File: src/design/olr_pkg.sv
`timescale 1ns / 1ps

package olr_pkg;

  localparam int X_BITS     = 10;
  localparam int COUNT_BITS = 12;
  localparam int Y_W        = 32;
  localparam int RES_W      = 32;

  // accumulator widths; the saturating count keeps every sum inside these
  localparam int SX_W  = X_BITS + COUNT_BITS;
  localparam int SXX_W = 2 * X_BITS + COUNT_BITS;
  localparam int SY_W  = Y_W + COUNT_BITS;
  localparam int SXY_W = Y_W + X_BITS + COUNT_BITS;
  localparam int DEN_W = SXX_W + COUNT_BITS;
  localparam int NUM_W = SY_W + SXX_W + 1;

  // digit-serial multiplier
  localparam int DIG_W    = 4;
  localparam int MC_W     = SXY_W;
  localparam int PP_W     = MC_W + DIG_W + 1;
  localparam int MPD_W    = ((SXX_W + DIG_W - 1) / DIG_W) * DIG_W;
  localparam int NDIG_MAX = MPD_W / DIG_W;
  localparam int DIGI_W   = $clog2(NDIG_MAX);
  localparam int ND_C     = (COUNT_BITS + DIG_W - 1) / DIG_W;
  localparam int ND_SX    = (SX_W + DIG_W - 1) / DIG_W;
  localparam int ND_SXX   = (SXX_W + DIG_W - 1) / DIG_W;

  // divider: quotient bits before saturation; DEN_W + QB equals NUM_W
  localparam int QB    = RES_W + 1;
  localparam int CNT_W = $clog2(QB);

  // product terms, in sequencing order
  localparam int TERM_W = 3;
  localparam logic [TERM_W-1:0] TERM_N_SXX   = 3'd0;
  localparam logic [TERM_W-1:0] TERM_SX_SX   = 3'd1;
  localparam logic [TERM_W-1:0] TERM_N_SXY   = 3'd2;
  localparam logic [TERM_W-1:0] TERM_SX_SY   = 3'd3;
  localparam logic [TERM_W-1:0] TERM_SY_SXX  = 3'd4;
  localparam logic [TERM_W-1:0] TERM_SX_SXY  = 3'd5;
  localparam logic [TERM_W-1:0] TERM_LAST    = TERM_SX_SXY;

  typedef struct packed {
    logic              capture;
    logic              accum;
    logic              mload;
    logic              mstep;
    logic              fold;
    logic              dload;
    logic              dstep;
    logic              dfin;
    logic              publish;
    logic [TERM_W-1:0] term;
    logic [DIGI_W-1:0] dig;
  } cmd_t;

  // index of the top multiplier digit for a term
  function automatic logic [CNT_W-1:0] term_top_digit(input logic [TERM_W-1:0] term);
    logic [CNT_W-1:0] res;
    unique case (term)
      TERM_N_SXX, TERM_N_SXY: res = CNT_W'(ND_C - 1);
      TERM_SY_SXX:            res = CNT_W'(ND_SXX - 1);
      default:                res = CNT_W'(ND_SX - 1);
    endcase
    return res;
  endfunction

endpackage

File: src/design/olr_ctrl.sv
`timescale 1ns / 1ps

module olr_ctrl (
  input  logic          clk,
  input  logic          rst_n,
  input  logic          in_valid,
  output logic          in_ready,
  output logic          out_valid,
  input  logic          out_ready,
  output olr_pkg::cmd_t cmd
);
  import olr_pkg::*;

  localparam logic [3:0] S_IDLE  = 4'd0;
  localparam logic [3:0] S_ACCUM = 4'd1;
  localparam logic [3:0] S_MLOAD = 4'd2;
  localparam logic [3:0] S_MSTEP = 4'd3;
  localparam logic [3:0] S_FOLD  = 4'd4;
  localparam logic [3:0] S_DLOAD = 4'd5;
  localparam logic [3:0] S_DSTEP = 4'd6;
  localparam logic [3:0] S_DFIN  = 4'd7;
  localparam logic [3:0] S_DONE  = 4'd8;

  logic [3:0]        state_r, state_nxt;
  logic [CNT_W-1:0]  cnt_r, cnt_nxt;
  logic [TERM_W-1:0] term_r, term_nxt;
  logic              out_valid_r, out_valid_nxt;
  logic              slot_free;

  assign slot_free = !out_valid_r || out_ready;

  always_comb begin
    state_nxt     = state_r;
    cnt_nxt       = cnt_r;
    term_nxt      = term_r;
    out_valid_nxt = out_valid_r && !out_ready;
    cmd           = '0;
    cmd.term      = term_r;
    cmd.dig       = cnt_r[DIGI_W-1:0];
    unique case (state_r)
      S_IDLE: begin
        cmd.capture = in_valid;
        if (in_valid) state_nxt = S_ACCUM;
      end
      S_ACCUM: begin
        cmd.accum = 1'b1;
        term_nxt  = TERM_N_SXX;
        state_nxt = S_MLOAD;
      end
      S_MLOAD: begin
        cmd.mload = 1'b1;
        cnt_nxt   = term_top_digit(term_r);
        state_nxt = S_MSTEP;
      end
      S_MSTEP: begin
        cmd.mstep = 1'b1;
        cnt_nxt   = cnt_r - 1'b1;
        if (cnt_r == '0) state_nxt = S_FOLD;
      end
      S_FOLD: begin
        cmd.fold = 1'b1;
        if (term_r == TERM_LAST) begin
          state_nxt = S_DLOAD;
        end else begin
          term_nxt  = term_r + 1'b1;
          state_nxt = S_MLOAD;
        end
      end
      S_DLOAD: begin
        cmd.dload = 1'b1;
        cnt_nxt   = CNT_W'(QB - 1);
        state_nxt = S_DSTEP;
      end
      S_DSTEP: begin
        cmd.dstep = 1'b1;
        cnt_nxt   = cnt_r - 1'b1;
        if (cnt_r == '0) state_nxt = S_DFIN;
      end
      S_DFIN: begin
        cmd.dfin  = 1'b1;
        state_nxt = S_DONE;
      end
      S_DONE: begin
        // hold the finished fit until the output register is free
        if (slot_free) begin
          cmd.publish   = 1'b1;
          out_valid_nxt = 1'b1;
          state_nxt     = S_IDLE;
        end
      end
      default: state_nxt = S_IDLE;
    endcase
  end

  always_ff @(posedge clk) begin
    if (!rst_n) begin
      state_r     <= S_IDLE;
      cnt_r       <= '0;
      term_r      <= TERM_N_SXX;
      out_valid_r <= 1'b0;
    end else begin
      state_r     <= state_nxt;
      cnt_r       <= cnt_nxt;
      term_r      <= term_nxt;
      out_valid_r <= out_valid_nxt;
    end
  end

  assign in_ready  = state_r == S_IDLE;
  assign out_valid = out_valid_r;

endmodule

File: config.mk
export PLATFORM = sky130hd
export DESIGN_NAME = olr_ctrl
export DESIGN_NICKNAME = d
export VERILOG_FILES = /design/src/design/olr_pkg.sv /design/src/design/olr_ctrl.sv
export SDC_FILE = /design/constraint.sdc
export NUM_CORES = 1
export LEC_CHECK = 0
export BUFFER_PORTS_ARGS = -buffer_cell sky130_fd_sc_hd__buf_2
export CORE_AREA = 3 3 51 53
export DETAILED_ROUTE_END_ITERATION = 8
export DIE_AREA = 0 0 54 56
export GPL_ROUTABILITY_DRIVEN = 0
export PLACE_DENSITY = 0.65
export SYNTH_ARGS = -nofsm -noshare
export SYNTH_HDL_FRONTEND = slang
export SYNTH_SLANG_ARGS = --single-unit
File: constraint.sdc
create_clock -name clk -period 3.4 [get_ports clk]
set_input_delay 0.85 -clock clk [delete_from_list [all_inputs] [get_ports clk]]
set_output_delay 0.85 -clock clk [all_outputs]
set_load 0.01 [all_outputs]
==> metrics.yaml <==
pwr:
  pwr-share-comb: 0.498
  pwr-share-seq: 0.345
  p_per_area_nw_per_um2: 714
  vdd_ir_drop_max_mv: 0.441
  switching_share: 0.448
  power_switching_uw: 350
  p_leak_uw: 0.000510
  p_int_uw: 432
  clkPwrFrac: 0.157
detailed_routing:
  drtPass1Iterations: 4
  drt-total-wl_um: 2220
  vias: 911
  drtIter0Drc: 28
  drcViolationCount: 0
  routed_via_density: 5.52
  wl_per_cell_um: 13.4
  ant_nets: 0
floorplan:
  die_h_um: 56
  io_pins: 21
  initial_core_util: 0.441
  std_cell_rows: 17
  dieArea_um2: 3020
  dieWidth_um: 54
  coreArea_um2: 2190
finish:
  nNetsFinal: 147
  stdcell_count: 165
  drive_gt1_frac: 0.234
  area_growth_pct: 13.2
  n_antenna_cell: 0
clock_network:
  clk_pin_slew_ns: 0.09
  cts_setup_buffers: 0
  clock_path_buffers: 2
  cts_tree: "yes"
  cts_made_buffers: 3
  ctsHoldBuffers: 0
  post_cts_resized: 0
  cts.sinks: 14
  cts_root_buf: "clkbuf_4"
  htree_levels: 1
  clk_latency_ns: 0.28
synthesis:
  synth_common_cells: "nor2_1, dfxtp_1, a21oi_1, inv_1, nand2_1"
  yosysSeqAreaShare: 0.290
  yosys.area.top_type_share: 0.290
  async_flop_share: 0
  synth_edf_count: 0
  yosys_warnings: 0
  synth_cell_types: 44
  synth.avg_cell_area_um2: 7.99
  synth_flop_cell: "dfxtp_1"
  synth.most_common_cell: "nor2_1"
  yosys.area.top_type: "dfxtp_1"
  ys_seq_elements: 14
  syn_area_um2: 967
  mappedNetlistNets: 130
  synth_area_leaders: "dfxtp_1, nor2_1, ha_1, a21oi_1, nor2b_1"
  syn_inst: 121
timing:
  timing.hold.ws_ns: 0.559
  skew_ns: 0.00451
  period_share: 0.691
  hold_viol_final: 0
  maxSlewViolCount: 0
  rsz0062_at_grt: "false"
  slew_headroom: 0.682
  fin_crit_ns: 2.35
  tns_ns: 0
  worst_slew_pin_slew_ns: 0.477
  fmax_mhz: 425
  setup_violations: 0
critical_path:
  endpoint_kind: "output port"
  r2r_slack_ns: 1.54
  cp.required_ns: 2.55
  crit_arrival_ns: 1.50
  critical_path_class: "reg2out"
  crit_fanout: 14
  start_kind: "flop"
place:
  place.detailed.hpwl_um: 1630
  placed_cells: 161
  portBuffers: 20
status:
  status: "finished, final reports clean"
global_route:
  met3_usage: 0.0241
  grt.met1_usage: 0.245
  grt_pass1_wl_um: 3770
  grt_busiest_layer: "met1"
  grt_remaining_overflow: 0
  antenna_found_initial: 0
  grt_pass1_vias: 834
  grt_use_total: 0.163
  use_met2: 0.225
  grt_max_degree: 17
job:
  max_cap_violations: 0
hold_path:
  worstHoldPathType: "reg2reg"
## kinds of logic after synthesis
family / after synthesis / share of synthesized area
AOI/OAI and AO/OA: 30 / 0.235
buffers and inverters: 16 / 0.0763
and+or+nand+nor: 53 / 0.303
xor gates and xnor gates: 1 / 0.00906
adders and majority gates: 5 / 0.0647
DFF: 14 / 0.290
muxes: 2 / 0.0220
## through the flow
| step | cell area [um^2] | worst slack (ns) | total power (uW) | util |
|---|---|---|---|---|
| 2_1_floorplan | 967 | 1.40 | 573 | - |
| 3_3_place_gp | 1060 | 1.25 | 644 | 0.483 |
| 3_5_place_dp | 1060 | 1.23 | 656 | 0.483 |
| 4_1_cts | 1090 | 1.04 | 783 | 0.500 |
| 5_1_grt | 1090 | 0.845 | 848 | 0.500 |
| 6_report | 1090 | 1.05 | 782 | 0.500 |
## cell type report
type,count,area [um^2]
clock buffer,4,36.3
fill,216,1100
inverter,8,30.0
multi-input combinational,91,613
sequential,14,280
tap,28,35.0
timing repair buffer,20,100
## layout by cell type, fill, tap and decap left out, drive strengths merged
cell and count:
or2 1, o211a 3, nor2b 5, and2 1
o2bb2ai 1, buf 20, and2b 2, or4b 1
nor2 17, nand3b 1, or4 2, inv 8
clkbuf 4, nand2 8, o2111ai 1, and4bb 1
nor3b 1, mux2 1, a21o 1, o221a 1
dfxtp 14, or3b 1, o41ai 1, o21ai 5
nor4b 1, a21oi 8, nand2b 4, mux2i 1
and3 1, o311a 1, xnor2 1, a211oi 2
o32ai 1, ha 5, nor3 4, nand3 2
o31ai 1, o211ai 4
## worst paths after layout
path / depth (start not counted) / endpoint / start
worst min-delay path: 2 / term_r[1]$_SDFFE_PN0P_ / term_r[1]$_SDFFE_PN0P_
worst min register to register: 2 / term_r[1]$_SDFFE_PN0P_ / term_r[1]$_SDFFE_PN0P_
worst max register to register: 4 / cnt_r[1]$_SDFFE_PN0P_ / state_r[2]$_SDFFE_PN0P_
worst max-delay path: 3 / cmd[6] / state_r[2]$_SDFFE_PN0P_
## layer usage
metal	part of all wire	wire, um
met5	0	0
met4	0.0063	14
met3	0.064	143
met2	0.45	990
met1	0.48	1070
## critical path, stage by stage (launching register included)
cell and delay (ns):
dfxtp_1 0.44, nor4b_1 0.46, nor2b_1 0.18, buf_2 0.14
## state kept, by name, indices dropped and copies added, names as in the netlist
register	flops
state_r	4
out_valid	1
term_r	3
cnt_r	6
## power groups by stage
stage / combinational [uW] / sequential, uW / clock (uW)
finish: 389 / 270 / 123
global route: 435 / 282 / 132
CTS: 389 / 267 / 126
detailed placement: 385 / 271 / 0
global placement: 376 / 268 / 0
floorplan: 340 / 233 / 0
(Power assumes the default switching activity.)
