$ cat src/design/olr_pkg.sv
`timescale 1ns / 1ps

package olr_pkg;

  localparam int X_BITS     = 10;
  localparam int COUNT_BITS = 12;
  localparam int Y_W        = 32;
  localparam int RES_W      = 32;

  // accumulator widths; the saturating count keeps every sum inside these
  localparam int SX_W  = X_BITS + COUNT_BITS;
  localparam int SXX_W = 2 * X_BITS + COUNT_BITS;
  localparam int SY_W  = Y_W + COUNT_BITS;
  localparam int SXY_W = Y_W + X_BITS + COUNT_BITS;
  localparam int DEN_W = SXX_W + COUNT_BITS;
  localparam int NUM_W = SY_W + SXX_W + 1;

  // digit-serial multiplier
  localparam int DIG_W    = 4;
  localparam int MC_W     = SXY_W;
  localparam int PP_W     = MC_W + DIG_W + 1;
  localparam int MPD_W    = ((SXX_W + DIG_W - 1) / DIG_W) * DIG_W;
  localparam int NDIG_MAX = MPD_W / DIG_W;
  localparam int DIGI_W   = $clog2(NDIG_MAX);
  localparam int ND_C     = (COUNT_BITS + DIG_W - 1) / DIG_W;
  localparam int ND_SX    = (SX_W + DIG_W - 1) / DIG_W;
  localparam int ND_SXX   = (SXX_W + DIG_W - 1) / DIG_W;

  // divider: quotient bits before saturation; DEN_W + QB equals NUM_W
  localparam int QB    = RES_W + 1;
  localparam int CNT_W = $clog2(QB);

  // product terms, in sequencing order
  localparam int TERM_W = 3;
  localparam logic [TERM_W-1:0] TERM_N_SXX   = 3'd0;
  localparam logic [TERM_W-1:0] TERM_SX_SX   = 3'd1;
  localparam logic [TERM_W-1:0] TERM_N_SXY   = 3'd2;
  localparam logic [TERM_W-1:0] TERM_SX_SY   = 3'd3;
  localparam logic [TERM_W-1:0] TERM_SY_SXX  = 3'd4;
  localparam logic [TERM_W-1:0] TERM_SX_SXY  = 3'd5;
  localparam logic [TERM_W-1:0] TERM_LAST    = TERM_SX_SXY;

  typedef struct packed {
    logic              capture;
    logic              accum;
    logic              mload;
    logic              mstep;
    logic              fold;
    logic              dload;
    logic              dstep;
    logic              dfin;
    logic              publish;
    logic [TERM_W-1:0] term;
    logic [DIGI_W-1:0] dig;
  } cmd_t;

  // index of the top multiplier digit for a term
  function automatic logic [CNT_W-1:0] term_top_digit(input logic [TERM_W-1:0] term);
    logic [CNT_W-1:0] res;
    unique case (term)
      TERM_N_SXX, TERM_N_SXY: res = CNT_W'(ND_C - 1);
      TERM_SY_SXX:            res = CNT_W'(ND_SXX - 1);
      default:                res = CNT_W'(ND_SX - 1);
    endcase
    return res;
  endfunction

endpackage

$ cat src/design/olr_div.sv
`timescale 1ns / 1ps

module olr_div (
  input  logic                            clk,
  input  olr_pkg::cmd_t                   cmd,
  input  logic signed [olr_pkg::NUM_W-1:0] num,
  input  logic [olr_pkg::DEN_W-1:0]       den,
  output logic signed [olr_pkg::RES_W-1:0] res
);
  import olr_pkg::*;

  logic                 neg_r, neg_nxt;
  logic                 ovf_r, ovf_nxt;
  logic [DEN_W-1:0]     rem_r, rem_nxt;
  logic [QB-1:0]        lo_r, lo_nxt;
  logic [QB-1:0]        q_r, q_nxt;
  logic [RES_W-1:0]     res_r, res_nxt;

  logic [NUM_W-1:0]     mag;
  logic [DEN_W:0]       rem2;
  logic [DEN_W:0]       rem2_sub;
  logic                 ge;
  logic                 rnd;
  logic [QB:0]          qr;
  logic [QB:0]          pos_lim;
  logic [QB:0]          neg_lim;

  assign mag      = num[NUM_W-1] ? NUM_W'(-num) : NUM_W'(num);
  assign rem2     = {rem_r, lo_r[QB-1]};
  assign rem2_sub = rem2 - {1'b0, den};
  assign ge       = rem2 >= {1'b0, den};
  assign rnd      = {rem_r, 1'b0} >= {1'b0, den};
  assign qr       = {1'b0, q_r} + (QB+1)'(rnd);
  assign pos_lim  = {{(QB+1-RES_W){1'b0}}, 1'b0, {(RES_W-1){1'b1}}};
  assign neg_lim  = {{(QB+1-RES_W){1'b0}}, 1'b1, {(RES_W-1){1'b0}}};

  always_comb begin
    neg_nxt = neg_r;
    ovf_nxt = ovf_r;
    rem_nxt = rem_r;
    lo_nxt  = lo_r;
    q_nxt   = q_r;
    res_nxt = res_r;
    if (cmd.dload) begin
      neg_nxt = num[NUM_W-1];
      // quotient needs more than QB bits: saturated whatever the rounding
      ovf_nxt = {1'b0, mag} >= {1'b0, den, {QB{1'b0}}};
      rem_nxt = mag[NUM_W-1:QB];
      lo_nxt  = mag[QB-1:0];
      q_nxt   = '0;
    end else if (cmd.dstep) begin
      rem_nxt = ge ? rem2_sub[DEN_W-1:0] : rem2[DEN_W-1:0];
      lo_nxt  = {lo_r[QB-2:0], 1'b0};
      q_nxt   = {q_r[QB-2:0], ge};
    end else if (cmd.dfin) begin
      if (neg_r) begin
        res_nxt = (ovf_r || qr > neg_lim) ? {1'b1, {(RES_W-1){1'b0}}}
                                          : RES_W'(-qr[RES_W-1:0]);
      end else begin
        res_nxt = (ovf_r || qr > pos_lim) ? {1'b0, {(RES_W-1){1'b1}}}
                                          : qr[RES_W-1:0];
      end
    end
  end

  always_ff @(posedge clk) begin
    neg_r <= neg_nxt;
    ovf_r <= ovf_nxt;
    rem_r <= rem_nxt;
    lo_r  <= lo_nxt;
    q_r   <= q_nxt;
    res_r <= res_nxt;
  end

  assign res = $signed(res_r);

endmodule

$ cat src/design/olr_dp.sv
`timescale 1ns / 1ps

module olr_dp (
  input  logic                             clk,
  input  logic                             rst_n,
  input  olr_pkg::cmd_t                    cmd,
  input  logic [olr_pkg::X_BITS-1:0]       x_coord,
  input  logic signed [olr_pkg::Y_W-1:0]   y_value,
  output logic signed [olr_pkg::RES_W-1:0] slope_value,
  output logic signed [olr_pkg::RES_W-1:0] offset_value,
  output logic                             fit_valid,
  output logic [olr_pkg::COUNT_BITS-1:0]   points_seen,
  output logic                             point_dropped
);
  import olr_pkg::*;

  logic [X_BITS-1:0]        x_r;
  logic signed [Y_W-1:0]    y_r;
  logic [SX_W-1:0]          sum_x_r;
  logic signed [SY_W-1:0]   sum_y_r;
  logic signed [SXY_W-1:0]  sum_xy_r;
  logic [SXX_W-1:0]         sum_xx_r;
  logic [COUNT_BITS-1:0]    count_r;
  logic                     dropped_r;

  logic [MPD_W-1:0]         mp_r;
  logic signed [NUM_W-1:0]  prod_r;
  logic signed [NUM_W-1:0]  den_r;
  logic signed [NUM_W-1:0]  snum_r;
  logic signed [NUM_W-1:0]  onum_r;

  logic signed [RES_W-1:0]  slope_r;
  logic signed [RES_W-1:0]  offset_r;
  logic                     fit_r;
  logic [COUNT_BITS-1:0]    seen_r;
  logic                     drop_out_r;

  logic                     full;
  logic signed [X_BITS+Y_W:0] xy;
  logic [2*X_BITS-1:0]      xx;
  logic signed [MC_W-1:0]   mcand;
  logic [MPD_W-1:0]         mplier;
  logic [DIG_W-1:0]         digit;
  logic signed [PP_W-1:0]   pp;
  logic signed [NUM_W-1:0]  prod_nxt;
  logic [DEN_W-1:0]         den_u;
  logic signed [RES_W-1:0]  slope_q;
  logic signed [RES_W-1:0]  offset_q;

  assign full = count_r == {COUNT_BITS{1'b1}};
  assign xy   = $signed({1'b0, x_r}) * y_r;
  assign xx   = x_r * x_r;

  always_comb begin
    unique case (cmd.term)
      TERM_N_SXX: begin
        mcand  = MC_W'(sum_xx_r);
        mplier = MPD_W'(count_r);
      end
      TERM_SX_SX: begin
        mcand  = MC_W'(sum_x_r);
        mplier = MPD_W'(sum_x_r);
      end
      TERM_N_SXY: begin
        mcand  = sum_xy_r;
        mplier = MPD_W'(count_r);
      end
      TERM_SX_SY: begin
        mcand  = MC_W'(sum_y_r);
        mplier = MPD_W'(sum_x_r);
      end
      TERM_SY_SXX: begin
        mcand  = MC_W'(sum_y_r);
        mplier = MPD_W'(sum_xx_r);
      end
      default: begin
        mcand  = sum_xy_r;
        mplier = MPD_W'(sum_x_r);
      end
    endcase
  end

  assign digit    = mp_r[cmd.dig*DIG_W +: DIG_W];
  assign pp       = mcand * $signed({1'b0, digit});
  assign prod_nxt = (prod_r <<< DIG_W) + {{(NUM_W-PP_W){pp[PP_W-1]}}, pp};

  always_ff @(posedge clk) begin
    if (!rst_n) begin
      sum_x_r   <= '0;
      sum_y_r   <= '0;
      sum_xy_r  <= '0;
      sum_xx_r  <= '0;
      count_r   <= '0;
      dropped_r <= 1'b0;
    end else if (cmd.accum) begin
      dropped_r <= full;
      if (!full) begin
        sum_x_r  <= sum_x_r + SX_W'(x_r);
        sum_y_r  <= sum_y_r + SY_W'(y_r);
        sum_xy_r <= sum_xy_r + SXY_W'(xy);
        sum_xx_r <= sum_xx_r + SXX_W'(xx);
        count_r  <= count_r + 1'b1;
      end
    end
  end

  always_ff @(posedge clk) begin
    if (cmd.capture) begin
      x_r <= x_coord;
      y_r <= y_value;
    end
    if (cmd.mload) begin
      mp_r   <= mplier;
      prod_r <= '0;
    end else if (cmd.mstep) begin
      prod_r <= prod_nxt;
    end
    if (cmd.accum) begin
      den_r  <= '0;
      snum_r <= '0;
      onum_r <= '0;
    end else if (cmd.fold) begin
      unique case (cmd.term)
        TERM_N_SXX:  den_r  <= den_r + prod_r;
        TERM_SX_SX:  den_r  <= den_r - prod_r;
        TERM_N_SXY:  snum_r <= snum_r + prod_r;
        TERM_SX_SY:  snum_r <= snum_r - prod_r;
        TERM_SY_SXX: onum_r <= onum_r + prod_r;
        TERM_SX_SXY: onum_r <= onum_r - prod_r;
        default: ;
      endcase
    end
    if (cmd.publish) begin
      fit_r      <= den_u != '0;
      slope_r    <= (den_u != '0) ? slope_q : '0;
      offset_r   <= (den_u != '0) ? offset_q : '0;
      seen_r     <= count_r;
      drop_out_r <= dropped_r;
    end
  end

  // the denominator is never negative, so its low bits hold it whole
  assign den_u = den_r[DEN_W-1:0];

  olr_div u_div_slope (
    .clk (clk),
    .cmd (cmd),
    .num (snum_r),
    .den (den_u),
    .res (slope_q)
  );

  olr_div u_div_offset (
    .clk (clk),
    .cmd (cmd),
    .num (onum_r),
    .den (den_u),
    .res (offset_q)
  );

  assign slope_value   = slope_r;
  assign offset_value  = offset_r;
  assign fit_valid     = fit_r;
  assign points_seen   = seen_r;
  assign point_dropped = drop_out_r;

endmodule

$ cat config.mk
export PLATFORM = sky130hd
export DESIGN_NAME = olr_dp
export DESIGN_NICKNAME = d
export VERILOG_FILES = /design/src/design/olr_pkg.sv /design/src/design/olr_div.sv /design/src/design/olr_dp.sv
export SDC_FILE = /design/constraint.sdc
export NUM_CORES = 2
export LEC_CHECK = 0
export BUFFER_PORTS_ARGS = -buffer_cell sky130_fd_sc_hd__buf_2
export CORE_MARGIN = 8
export CORE_UTILIZATION = 29
export CTS_BUF_LIST = sky130_fd_sc_hd__clkbuf_4 sky130_fd_sc_hd__clkbuf_8 sky130_fd_sc_hd__clkbuf_16
export CTS_CLUSTER_DIAMETER = 60
export DETAILED_ROUTE_END_ITERATION = 12
export PLACE_DENSITY = 0.52
export SYNTH_ARGS = -nofsm -noshare
export SYNTH_HDL_FRONTEND = slang
export SYNTH_SLANG_ARGS = --single-unit
$ cat constraint.sdc
create_clock -name clk -period 17.2 [get_ports clk]
set_clock_uncertainty 0.15 [all_clocks]
set_input_delay 2.58 -clock clk [delete_from_list [all_inputs] [get_ports clk]]
set_output_delay 2.58 -clock clk [all_outputs]
set_load 0.005 [all_outputs]
==> reports/metrics.cfg <==
[floorplan]
start_util_pct = 29.1
die_h_um = 586
die_x_um = 586
die-area_um2 = 343000
ios = 137
core_um2 = 324000
rows = 209

[cts]
clk_latency_ns = 0.85
ctsHoldBuffers = 0
cts-root-to-sink-buffers = 4
clk_pin_slew_worst_paths_ns = 0.06
htree_levels = 4
cts.sinks = 880
post_cts_resized = 0
cts_made_buffers = 141
cts_setup_buffers = 0
root_buffer = clkbuf_16
cts_tree = built

[place]
finalWeightedCongestion = 0.902
place.detailed.hpwl_um = 225000
port_buffers = 136

[logic_synthesis]
syn-cell-area_um2 = 94200
synth.avg_cell_area_um2 = 8.09
seq_area_frac_synth_pct = 22.7
yosys.area.top_type_share_pct = 11.9
synthCells = 11648
ys_ff_latch = 880
synthTopCellsByCount = nand2_1, nor2_1, a21oi_1
synthFlopType = dfxtp_1
synthMostInstantiatedCell = nand2_1
mappedNetlistNets = 13041
synthArstFlopShare_pct = 0
ys_top_cells_by_area = edfxtp_1, fa_1, dfxtp_1
ys_types = 95
yosysWarnings = 0
synth_top_area_cell = edfxtp_1
synth_enable_flop_cells = 374

[setup_path]
slowest_stage = nor2_1
path_depth = 34
cpPeakStageDelay_ns = 1.06
crit_path_max_fanout = 50
start_kind = input port
critical_path_buf_inv_count = 5
crit_family = compound AO/OA/AOI/OAI gates
reg2reg_slack_ns = 6.90
regToRegStartpoint = mp_r[3]
crit_required_ns = 17.76
cp-startpoint = cmd[3]
endpoint_kind = flop
arrival_ns = 13.54
reg2reg_depth = 31
crit_type = input port to flop

[detailed_routing]
vias = 79400
wirelength_um = 283000
met3WireLength_um = 12900
ant_nets = 0
drc = 0
wl_met1_um = 134000
vias_per_cell = 5.02
wire_per_inst_um = 17.9
dr.max_layer_used = met5
drtIter0Drc = 4517
drt_pass1_iterations = 6
wl_met2_um = 128000

[cells_and_area]
nets = 12762
areaGrowthSynthToFinish_pct = 9.93
drive_gt1_share_pct = 5.50

[worst_hold_path]
hold_depth = 0
min-delay-start = dropped_r
worstHoldPathType = flop to flop

[global_route]
grt_first_pass_wirelength_um = 447000
grt_start_max_net_pins = 108
antenna_found_initial = 13
grt_pass1_vias = 78972
grtUsageTotal_pct = 15.9
gr-total-overflow = 0

[timing]
fmax_ghz = 0.0770
period_minus_slack_ns = 12.98
slew_headroom_pct = 13.6
rsz0062_at_grt = false
hold_ws_ns = 0.278
fin_setup_tns_ns = 0
tightest_slew_ns = 1.29
drv_slew = 0
min_period_over_period_pct = 75.5
finalSetupViolations = 0
final_hold_viol_count = 0

[pwr]
ir_drop_mv = 0.189
finalPower_mw = 20.1
leakage_nw = 45.6
power_density_nw_per_um2 = 194

[run_status]
outcome = finished, final reports clean

[job]
max_cap_violations = 0

-- power by group --
part           switching (mW)  leakage [nW]  internal (mW)
clock network            1.14          2.40           1.85
logic                    8.28          35.3           5.70
registers               0.497          7.90           2.66
total                    9.91          45.6           10.2
-- layer usage --
metal | GRT usage, % | vias to the layer above
met3 | 1.76 | 397
met1 | 21.8 | 37631
met5 | 0 | -
met2 | 26.6 | 1641
li1 | - | 39721
met4 | 4.47 | 10
-- placed cells by master, fill, tap and decap left out, drive strengths merged, types with 224 or more instances in the layout --
cell type  count
xor2         362
a21o         363
dfxtp        506
buf          224
ha           792
edfxtp       374
nor2        1057
xnor2        543
a21oi       1040
nand2       1310
fa           542
inv          986
o21ai        532
and2         255
-- per-stage QoR --
stage                     cells  setup WS, ns  util, %  instance area, um^2
after global placement    15551          3.22     30.5                98700
final                     15811          4.22     32.0               104000
after detailed placement  15551          3.23     30.5                98700
after global routing      15808          3.56     32.0               104000
after floorplan           11648          5.48        -                94200
after CTS                 15807          4.14     32.0               104000
-- path summary, 6_finish.rpt --
kind	end
max	prod_r[73]
max reg2reg	prod_r[73]
min reg2reg	point_dropped
min	point_dropped
-- area by class of cell --
class,count,area (um^2)
antenna,4,10.0
clock buffer,185,4120
clock inverter,71,756
fill,34633,220000
inverter,962,3620
multi-input combinational,9159,66900
sequential,880,21400
tap,4325,5410
timing repair buffer,225,1390
-- state kept, by name, summed over array words and instances, names as in the netlist, 33 cells and up --
signal	count
den_r	44
onum_r	77
prod_r	77
snum_r	77
sum_xy_r	54
sum_y_r	44
u_div_offset.lo_r	33
u_div_offset.q_r	33
u_div_offset.rem_r	44
u_div_slope.lo_r	33
u_div_slope.q_r	33
u_div_slope.rem_r	44
-- kinds of logic after synthesis --
kind of cell / after synthesis / share of synthesized area (%)
adder cells (fa/ha/maj): 1334 / 22.0
flip-flops: 880 / 22.7
AO/OA/AOI/OAI: 2832 / 18.8
multiplexers: 198 / 2.22
AND/OR/NAND/NOR: 3890 / 19.4
XOR/XNOR: 905 / 8.41
buffers and inverters: 1609 / 6.44
(Power assumes the default switching activity.)
